### src/rtl/sqrot_pkg.sv
package sqrot_pkg;

	localparam int MAX_SIDE    = 8;
	localparam int STORE_DEPTH = MAX_SIDE * MAX_SIDE;
	localparam int ADDR_W      = $clog2(STORE_DEPTH);
	localparam int COUNT_W     = ADDR_W + 1;
	localparam int COORD_W     = $clog2(MAX_SIDE);
	localparam int DATA_W      = 32;
	localparam int SIDE_W      = 4;
	localparam int TURN_W      = 2;
	localparam int CFG_W       = 4;
	localparam int INDEX_W     = 1;

	localparam logic [SIDE_W-1:0] SIDE_RESET  = SIDE_W'(MAX_SIDE);
	localparam logic [TURN_W-1:0] TURNS_RESET = TURN_W'(1);

	typedef enum logic [INDEX_W-1:0] {
		REG_SIDE_LENGTH   = 1'b0,
		REG_QUARTER_TURNS = 1'b1
	} reg_index_t;

	typedef enum logic [TURN_W-1:0] {
		TURN_NONE  = 2'd0,
		TURN_ONE   = 2'd1,
		TURN_TWO   = 2'd2,
		TURN_THREE = 2'd3
	} turns_t;

	// Controller to datapath.
	typedef struct packed {
		logic emit_en;
	} ctl_cmd_t;

	// Datapath to controller.
	typedef struct packed {
		logic load_done;
		logic last_read;
	} dp_status_t;

endpackage

### src/rtl/sqrot_ctrl.sv
module sqrot_ctrl (
	input  logic                  clk,
	input  logic                  arst_n,
	input  sqrot_pkg::dp_status_t sts,
	output sqrot_pkg::ctl_cmd_t   cmd
);
	import sqrot_pkg::*;

	typedef enum logic {
		ST_LOAD,
		ST_EMIT
	} state_t;

	state_t state_q;
	logic   emit_q;

	always_ff @(posedge clk or negedge arst_n) begin
		if (!arst_n) begin
			state_q <= ST_LOAD;
			emit_q  <= 1'b0;
		end else begin
			case (state_q)
				ST_LOAD: begin
					if (sts.load_done) begin
						state_q <= ST_EMIT;
						emit_q  <= 1'b1;
					end
				end
				ST_EMIT: begin
					// The store is free again once its last entry has been read.
					if (sts.last_read) begin
						state_q <= ST_LOAD;
						emit_q  <= 1'b0;
					end
				end
				default: begin
					state_q <= ST_LOAD;
					emit_q  <= 1'b0;
				end
			endcase
		end
	end

	assign cmd.emit_en = emit_q;

endmodule

### src/rtl/sqrot_datapath.sv
module sqrot_datapath (
	input  logic                                  clk,
	input  logic                                  arst_n,
	input  logic                                  cfg_write_en,
	input  logic [sqrot_pkg::INDEX_W-1:0]         cfg_index,
	input  logic [sqrot_pkg::CFG_W-1:0]           cfg_data,
	input  logic                                  element_valid,
	input  logic signed [sqrot_pkg::DATA_W-1:0]   element_value,
	output logic                                  rotated_valid,
	input  logic                                  rotated_stall,
	output logic signed [sqrot_pkg::DATA_W-1:0]   rotated_value,
	output logic                                  final_element,
	input  sqrot_pkg::ctl_cmd_t                   cmd,
	output sqrot_pkg::dp_status_t                 sts
);
	import sqrot_pkg::*;

	localparam int PROD_W = COORD_W + SIDE_W;

	logic [SIDE_W-1:0]  side_cfg_q;
	logic [TURN_W-1:0]  turns_cfg_q;
	logic [SIDE_W-1:0]  side_eff;
	logic [COUNT_W-1:0] total;
	logic [COUNT_W-1:0] count_q;
	logic [COUNT_W-1:0] count_next;
	logic               accept;
	logic               load_done;

	logic [DATA_W-1:0]  element_store_q [STORE_DEPTH];

	logic [SIDE_W-1:0]  side_q;
	turns_t             turns_q;
	logic [COORD_W-1:0] side_m1;
	logic [COORD_W-1:0] row_q;
	logic [COORD_W-1:0] col_q;
	logic [COORD_W-1:0] src_row;
	logic [COORD_W-1:0] src_col;
	logic [PROD_W-1:0]  row_base;
	logic [ADDR_W-1:0]  rd_addr;
	logic               last_pos;
	logic               rd_en;

	logic [DATA_W-1:0]  rd_data_s1;
	logic               rd_final_s1;
	logic               rd_valid_s1;
	logic               out_load;
	logic [DATA_W-1:0]  out_data_q;
	logic               out_final_q;
	logic               out_valid_q;

	always_ff @(posedge clk or negedge arst_n) begin
		if (!arst_n) begin
			side_cfg_q  <= SIDE_RESET;
			turns_cfg_q <= TURNS_RESET;
		end else if (cfg_write_en) begin
			case (reg_index_t'(cfg_index))
				REG_SIDE_LENGTH:   side_cfg_q  <= cfg_data[SIDE_W-1:0];
				REG_QUARTER_TURNS: turns_cfg_q <= cfg_data[TURN_W-1:0];
				default: ;
			endcase
		end
	end

	// A side of zero counts as one; anything above the maximum saturates.
	always_comb begin
		if (side_cfg_q == '0)
			side_eff = SIDE_W'(1);
		else if (side_cfg_q > SIDE_W'(MAX_SIDE))
			side_eff = SIDE_W'(MAX_SIDE);
		else
			side_eff = side_cfg_q;
	end

	assign total      = COUNT_W'(side_eff) * COUNT_W'(side_eff);
	assign count_next = count_q + COUNT_W'(1);
	assign accept     = element_valid && !cmd.emit_en;
	assign load_done  = accept && (count_next >= total);

	always_ff @(posedge clk or negedge arst_n) begin
		if (!arst_n)
			count_q <= '0;
		else if (accept)
			count_q <= load_done ? '0 : count_next;
	end

	always_ff @(posedge clk) begin
		if (accept)
			element_store_q[count_q[ADDR_W-1:0]] <= element_value;
		if (rd_en)
			rd_data_s1 <= element_store_q[rd_addr];
	end

	// Geometry and turn count are frozen for the whole burst.
	always_ff @(posedge clk) begin
		if (load_done) begin
			side_q  <= side_eff;
			turns_q <= turns_t'(turns_cfg_q);
		end
	end

	assign side_m1  = COORD_W'(side_q - SIDE_W'(1));
	assign last_pos = (row_q == side_m1) && (col_q == side_m1);
	assign rd_en    = cmd.emit_en && (!rd_valid_s1 || out_load);

	always_ff @(posedge clk or negedge arst_n) begin
		if (!arst_n) begin
			row_q <= '0;
			col_q <= '0;
		end else if (load_done) begin
			row_q <= '0;
			col_q <= '0;
		end else if (rd_en) begin
			if (col_q == side_m1) begin
				col_q <= '0;
				row_q <= row_q + COORD_W'(1);
			end else begin
				col_q <= col_q + COORD_W'(1);
			end
		end
	end

	always_comb begin
		case (turns_q)
			TURN_NONE: begin
				src_row = row_q;
				src_col = col_q;
			end
			TURN_ONE: begin
				src_row = side_m1 - col_q;
				src_col = row_q;
			end
			TURN_TWO: begin
				src_row = side_m1 - row_q;
				src_col = side_m1 - col_q;
			end
			default: begin
				src_row = col_q;
				src_col = side_m1 - row_q;
			end
		endcase
	end

	assign row_base = PROD_W'(src_row) * PROD_W'(side_q);
	assign rd_addr  = row_base[ADDR_W-1:0] + ADDR_W'(src_col);

	// Read stage and output register form a two-entry pipe, so a stalled
	// beat never drops the word already fetched from the store.
	assign out_load = rd_valid_s1 && (!out_valid_q || !rotated_stall);

	always_ff @(posedge clk or negedge arst_n) begin
		if (!arst_n) begin
			rd_valid_s1 <= 1'b0;
			out_valid_q <= 1'b0;
		end else begin
			if (rd_en)
				rd_valid_s1 <= 1'b1;
			else if (out_load)
				rd_valid_s1 <= 1'b0;
			if (out_load)
				out_valid_q <= 1'b1;
			else if (!rotated_stall)
				out_valid_q <= 1'b0;
		end
	end

	always_ff @(posedge clk) begin
		if (rd_en)
			rd_final_s1 <= last_pos;
		if (out_load) begin
			out_data_q  <= rd_data_s1;
			out_final_q <= rd_final_s1;
		end
	end

	assign rotated_valid = out_valid_q;
	assign rotated_value = out_data_q;
	assign final_element = out_final_q;

	assign sts.load_done = load_done;
	assign sts.last_read = rd_en && last_pos;

endmodule

### src/rtl/square_matrix_rotator.sv
// Loads a side*side matrix of signed 32-bit elements in row-major order, one beat per cycle
// while element_stall is low, then streams it out turned clockwise by quarter_turns quarter
// turns, in row-major order, with final_element set on the last beat. Once the last element
// is in, element_stall stays high while the single-port element store is read out at one
// entry per cycle unless rotated_stall holds the output back; each entry passes through the
// read stage and the output register on its way out. The side (saturated to 1..8) and the
// turn count are sampled when the last element is taken.
module square_matrix_rotator (
	input  logic                                clk,
	input  logic                                arst_n,
	input  logic                                cfg_write_en,
	input  logic [sqrot_pkg::INDEX_W-1:0]       cfg_index,
	input  logic [sqrot_pkg::CFG_W-1:0]         cfg_data,
	input  logic                                element_valid,
	output logic                                element_stall,
	input  logic signed [sqrot_pkg::DATA_W-1:0] element_value,
	output logic                                rotated_valid,
	input  logic                                rotated_stall,
	output logic signed [sqrot_pkg::DATA_W-1:0] rotated_value,
	output logic                                final_element
);
	import sqrot_pkg::*;

	ctl_cmd_t   cmd;
	dp_status_t sts;

	sqrot_ctrl u_ctrl (
		.clk    (clk),
		.arst_n (arst_n),
		.sts    (sts),
		.cmd    (cmd)
	);

	sqrot_datapath u_datapath (
		.clk           (clk),
		.arst_n        (arst_n),
		.cfg_write_en  (cfg_write_en),
		.cfg_index     (cfg_index),
		.cfg_data      (cfg_data),
		.element_valid (element_valid),
		.element_value (element_value),
		.rotated_valid (rotated_valid),
		.rotated_stall (rotated_stall),
		.rotated_value (rotated_value),
		.final_element (final_element),
		.cmd           (cmd),
		.sts           (sts)
	);

	assign element_stall = cmd.emit_en;

`ifndef SYNTHESIS
	a_load_done_starts_emit: assert property (@(posedge clk) disable iff (!arst_n)
		sts.load_done |=> element_stall)
		else $error("input not stalled after a completed load");

	a_last_read_ends_emit: assert property (@(posedge clk) disable iff (!arst_n)
		sts.last_read |=> !element_stall)
		else $error("input still stalled after the last store read");

	a_load_only_while_loading: assert property (@(posedge clk) disable iff (!arst_n)
		sts.load_done |-> !element_stall)
		else $error("load completed during emission");

	a_read_only_while_emitting: assert property (@(posedge clk) disable iff (!arst_n)
		sts.last_read |-> element_stall)
		else $error("store read issued outside emission");
`endif

endmodule

### config.mk
export PLATFORM = sky130hd
export DESIGN_NAME = square_matrix_rotator
export DESIGN_NICKNAME = d
export VERILOG_FILES = /design/src/rtl/sqrot_pkg.sv /design/src/rtl/sqrot_ctrl.sv /design/src/rtl/sqrot_datapath.sv /design/src/rtl/square_matrix_rotator.sv
export SDC_FILE = /design/constraint.sdc
export NUM_CORES = 2
export LEC_CHECK = 0
export BUFFER_PORTS_ARGS = -buffer_cell sky130_fd_sc_hd__buf_2
export CORE_MARGIN = 4
export CORE_UTILIZATION = 29
export DETAILED_ROUTE_END_ITERATION = 16
export GPL_TIMING_DRIVEN = 0
export PLACE_DENSITY = 0.41
export SLEW_MARGIN = 20
export SYNTH_ARGS = -nofsm -noshare
export SYNTH_HDL_FRONTEND = slang
export SYNTH_SLANG_ARGS = --single-unit
### constraint.sdc
create_clock -name clk -period 7.2 [get_ports clk]
set_input_delay 1.44 -clock clk [delete_from_list [all_inputs] [get_ports clk]]
set_output_delay 1.44 -clock clk [all_outputs]
set_load 0.01 [all_outputs]
==> out/results.md <==
| Parameter | Value |
|:---|:---|
| Result of the run | finished clean |
| Launch point of the worst reg-to-reg path | u_datapath.side_q[0] |
| Worst-path fanout max | 10 |
| Pin count of the biggest net entering global routing | 65 |
| Post-route fraction of the period consumed by the critical path | 0.986 |
| Core box area | 282,000 µm² |
| Count of synthesis-stage warnings from yosys | 0 |
| Max cap viols | 0 |
| Detail-routed via count per cell | 4.86 |
| Initial DRC Count | 3,679 |
| Drt wl/cell | 31.2 µm |
| Commonest cells after routing, fill and taps aside | 2,120 x sky130_fd_sc_hd__edfxtp_1, 645 x sky130_fd_sc_hd__mux4_2, 231 x sky130_fd_sc_hd__clkbuf_16 |
| Fraction of synthesized cell area taken by the top area cell type | 0.774 |
| Clk buf depth | 3 |
| End of the worst register-to-register path | u_datapath.rd_data_s1[19] |
| Register-to-register path setup slack | 100 ps |
| Final setup vio count | 0 |
| Synth area leaders | sky130_fd_sc_hd__edfxtp_1 77%, sky130_fd_sc_hd__mux4_2 18%, sky130_fd_sc_hd__mux2i_1 1.2%, sky130_fd_sc_hd__dfrtp_1 0.64%, sky130_fd_sc_hd__clkbuf_1 0.45% |
| Post-synth ARST share | 0.0107 |
| Final Skew | 47.0 ps |
| Die Area | 292,000 µm² |
| Number of antenna violations at the first check in global routing | 20 |
| Final Hold Violating Endpoints | 0 |
| CTS tree | done |
| Worst hold start | u_datapath.rd_final_s1 |
| Register area share after synthesis | 0.781 |
| Crit. End Element | flop |
| Area growth syn-to-layout | 19.3% |
| Endpoint of the worst hold-timing path | u_datapath.final_element |
| TritonCTS sink count | 2,143 |
| HPWL after detailed placement | 164,000 µm |
| Final critical-path required period | 7100 ps |
| Register Area | 64,200 µm² |
| Worst hold path class | flop to flop |
| Total of flip-flops plus latches after synthesis | 2,143 |
| DRC Markers | 0 |
| Floorplan row count | 195 |
| Cell accounting for the most synthesized area | sky130_fd_sc_hd__edfxtp_1 |
| Final max-slew violation count | 0 |
| Count of antenna-violating nets left after detailed routing | 0 |
| Worst Setup Slack, final | 101 ps |
| Clock transition at the registers of the reported paths | 60 ps |
| Clock insertion delay at the later pin of the skew report | 860 ps |
| Global-route wire length before repair | 333,000 µm |
| Final wirelength | 241,000 µm |
| # Post-CTS Setup Buffers | 0 |
| Grt total ovfl | 0 |
| Level count of the clock H-tree | 4 |
| Slew @ Worst Pin | 1180 ps |
| Buffer type at the clock tree root | sky130_fd_sc_hd__clkbuf_16 |
| Overall routing resource usage | 0.163 |
| Critical path data arrival time | 7590 ps |
| Type of element launching the critical path | flop |
| Unrepaired setup endpoints after global routing | no |
| Synth unique cells | 48 |
| Mean post-synth cell area | 24.7 µm² |
| Leading cell type in the layout, fill and taps excluded | sky130_fd_sc_hd__edfxtp_1 |
| Die Span X | 541 µm |
| Initial Util | 0.291 |
| Leading register cell type out of synthesis | sky130_fd_sc_hd__edfxtp_1 |
| Setup WS pre-CTS | -1000 ps |
| WS Path Type | flop to flop |
| Worst Path Required | 7690 ps |
| Cell depth of the worst flop-to-flop path | 17 |
| Synthesized area | 82,300 µm² |
| # fillers | 25,900 |
| EDFF count, synth | 2,120 |
| Area of combinational cells with multiple inputs | 17,800 µm² |
| Chip Height | 541 µm |
| Worst slew margin relative to its limit | 0.209 |
| Vias in the first global route | 39,100 |
| Boundary pin count | 77 |
| Number of vias in the routed layout | 37,500 |
| RePlAce Congestion | 0.742 |
| Peak clock frequency supported by timing | 141 MHz |
| Layout Nets | 3,868 |
| Post-synthesis instance total | 3,328 |
| Count of cells along the worst hold path | 0 |
| Number of buffers created by CTS | 229 |
| Buffers on Ports | 76 |
| Iteration count of the initial detailed-routing pass | 5 |
| Proportion of layout cells with a drive suffix above 1 | 0.341 |
-- per-stage QoR --
step           std cells  hold WS, ps  setup TNS, ps  cell area, µm²  utilization
6_report            7721          418              0           98200        0.348
5_1_grt             7718          428              0           98200        0.348
4_1_cts             7716          420              0           98100        0.348
3_5_place_dp        7304          405         -17560           91100        0.323
3_3_place_gp        7148          405        -266710           87400        0.309
2_1_floorplan       3329          400              0           82300            -
-- sequential cells by signal, indices dropped and copies added (netlist names) --
signal	flops
u_ctrl.state_q	1
u_datapath.side_q	4
u_datapath.element_store_q	2048
u_datapath.col_q	3
u_datapath.row_q	3
u_datapath.rd_final_s1	1
u_datapath.rotated_value	32
u_datapath.final_element	1
u_datapath.side_cfg_q	4
u_ctrl.cmd	1
u_datapath.rotated_valid	1
u_datapath.turns_q	2
u_datapath.rd_valid_s1	1
u_datapath.turns_cfg_q	2
u_datapath.count_q	7
u_datapath.rd_data_s1	32
-- synth_stat cells, drive strengths merged (2+ instances only) --
| cell | number |
|---|---|
| a21oi | 9 |
| clkbuf | 98 |
| or2 | 2 |
| ha | 27 |
| fa | 7 |
| nand3b | 2 |
| nor3 | 4 |
| and2 | 14 |
| a21o | 8 |
| xnor2 | 11 |
| mux2i | 98 |
| xor2 | 12 |
| dfrtp | 21 |
| mux2 | 6 |
| buf | 68 |
| inv | 14 |
| mux4 | 645 |
| dfstp | 2 |
| nand2b | 8 |
| edfxtp | 2120 |
| nor2 | 77 |
| nand3 | 10 |
| nor2b | 8 |
| o21ai | 8 |
| o211ai | 2 |
| nor4 | 4 |
| nand2 | 30 |
-- cells by family after synthesis --
| kind of cell | after synthesis | synth area share |
|---|---|---|
| adder cells (fa/ha/maj) | 34 | 0.00581 |
| AO/OA/AOI/OAI | 34 | 0.00263 |
| XOR/XNOR | 23 | 0.00300 |
| buffers and inverters | 180 | 0.00935 |
| flip-flops | 2143 | 0.781 |
| multiplexers | 749 | 0.189 |
| AND/OR/NAND/NOR | 164 | 0.00920 |
| other | 1 | 0.0000456 |
-- worst max path at each step --
stage | start | to | slack (ps)
2_1_floorplan | element_valid | u_datapath.element_store_q[39][0] | 1780
3_3_place_gp | element_valid | u_datapath.element_store_q[39][21] | -3650
3_5_place_dp | u_datapath.side_q[0] | u_datapath.rd_data_s1[22] | -1000
4_1_cts | u_datapath.side_q[0] | u_datapath.rd_data_s1[19] | 1
5_1_grt | u_datapath.side_q[0] | u_datapath.rd_data_s1[19] | 6
6_report | u_datapath.side_q[0] | u_datapath.rd_data_s1[19] | 100
-- layout make-up --
cell class	instances	area share
timing repair buffer	232	0.0370
clock inverter	120	0.00954
multi-input combinational	1006	0.182
clock buffer	292	0.0612
tap	3743	0.0477
inverter	14	0.000535
sequential	2143	0.654
buffer	166	0.00807
antenna	5	0.000127
-- critical path, stage by stage, from the launching register on --
cell and delay [ps]:
sky130_fd_sc_hd__edfxtp_1 440, sky130_fd_sc_hd__inv_1 70, sky130_fd_sc_hd__ha_1 350, sky130_fd_sc_hd__fa_1 500, sky130_fd_sc_hd__inv_1 50, sky130_fd_sc_hd__mux4_2 490, sky130_fd_sc_hd__and2_1 180, sky130_fd_sc_hd__ha_1 270
sky130_fd_sc_hd__ha_1 280, sky130_fd_sc_hd__ha_1 270, sky130_fd_sc_hd__clkbuf_2 470, sky130_fd_sc_hd__clkbuf_2 460, sky130_fd_sc_hd__buf_12 230, sky130_fd_sc_hd__clkbuf_1 700, sky130_fd_sc_hd__mux4_2 410, sky130_fd_sc_hd__mux4_2 520
sky130_fd_sc_hd__mux2i_1 510, sky130_fd_sc_hd__mux2i_1 440
-- layer usage --
| metal | vias up | global-route usage | share of wire |
|---|---|---|---|
| li1 | 15300 | - | - |
| met5 | - | 0 | 0 |
| met1 | 21000 | 0.224 | 0.43 |
| met4 | 0 | 0.0406 | 0.024 |
| met3 | 262 | 0.0222 | 0.040 |
| met2 | 895 | 0.276 | 0.50 |
-- repair_timing --
item | CTS | global route
resized for setup | 27 | 9
endpoints found under the setup margin | 32 | 4
hold buffers | 0 | 0
Power is left out: the tool's default activity adds up to more than one toggle a clock period on the data nets, which glitch-free logic cannot reach.
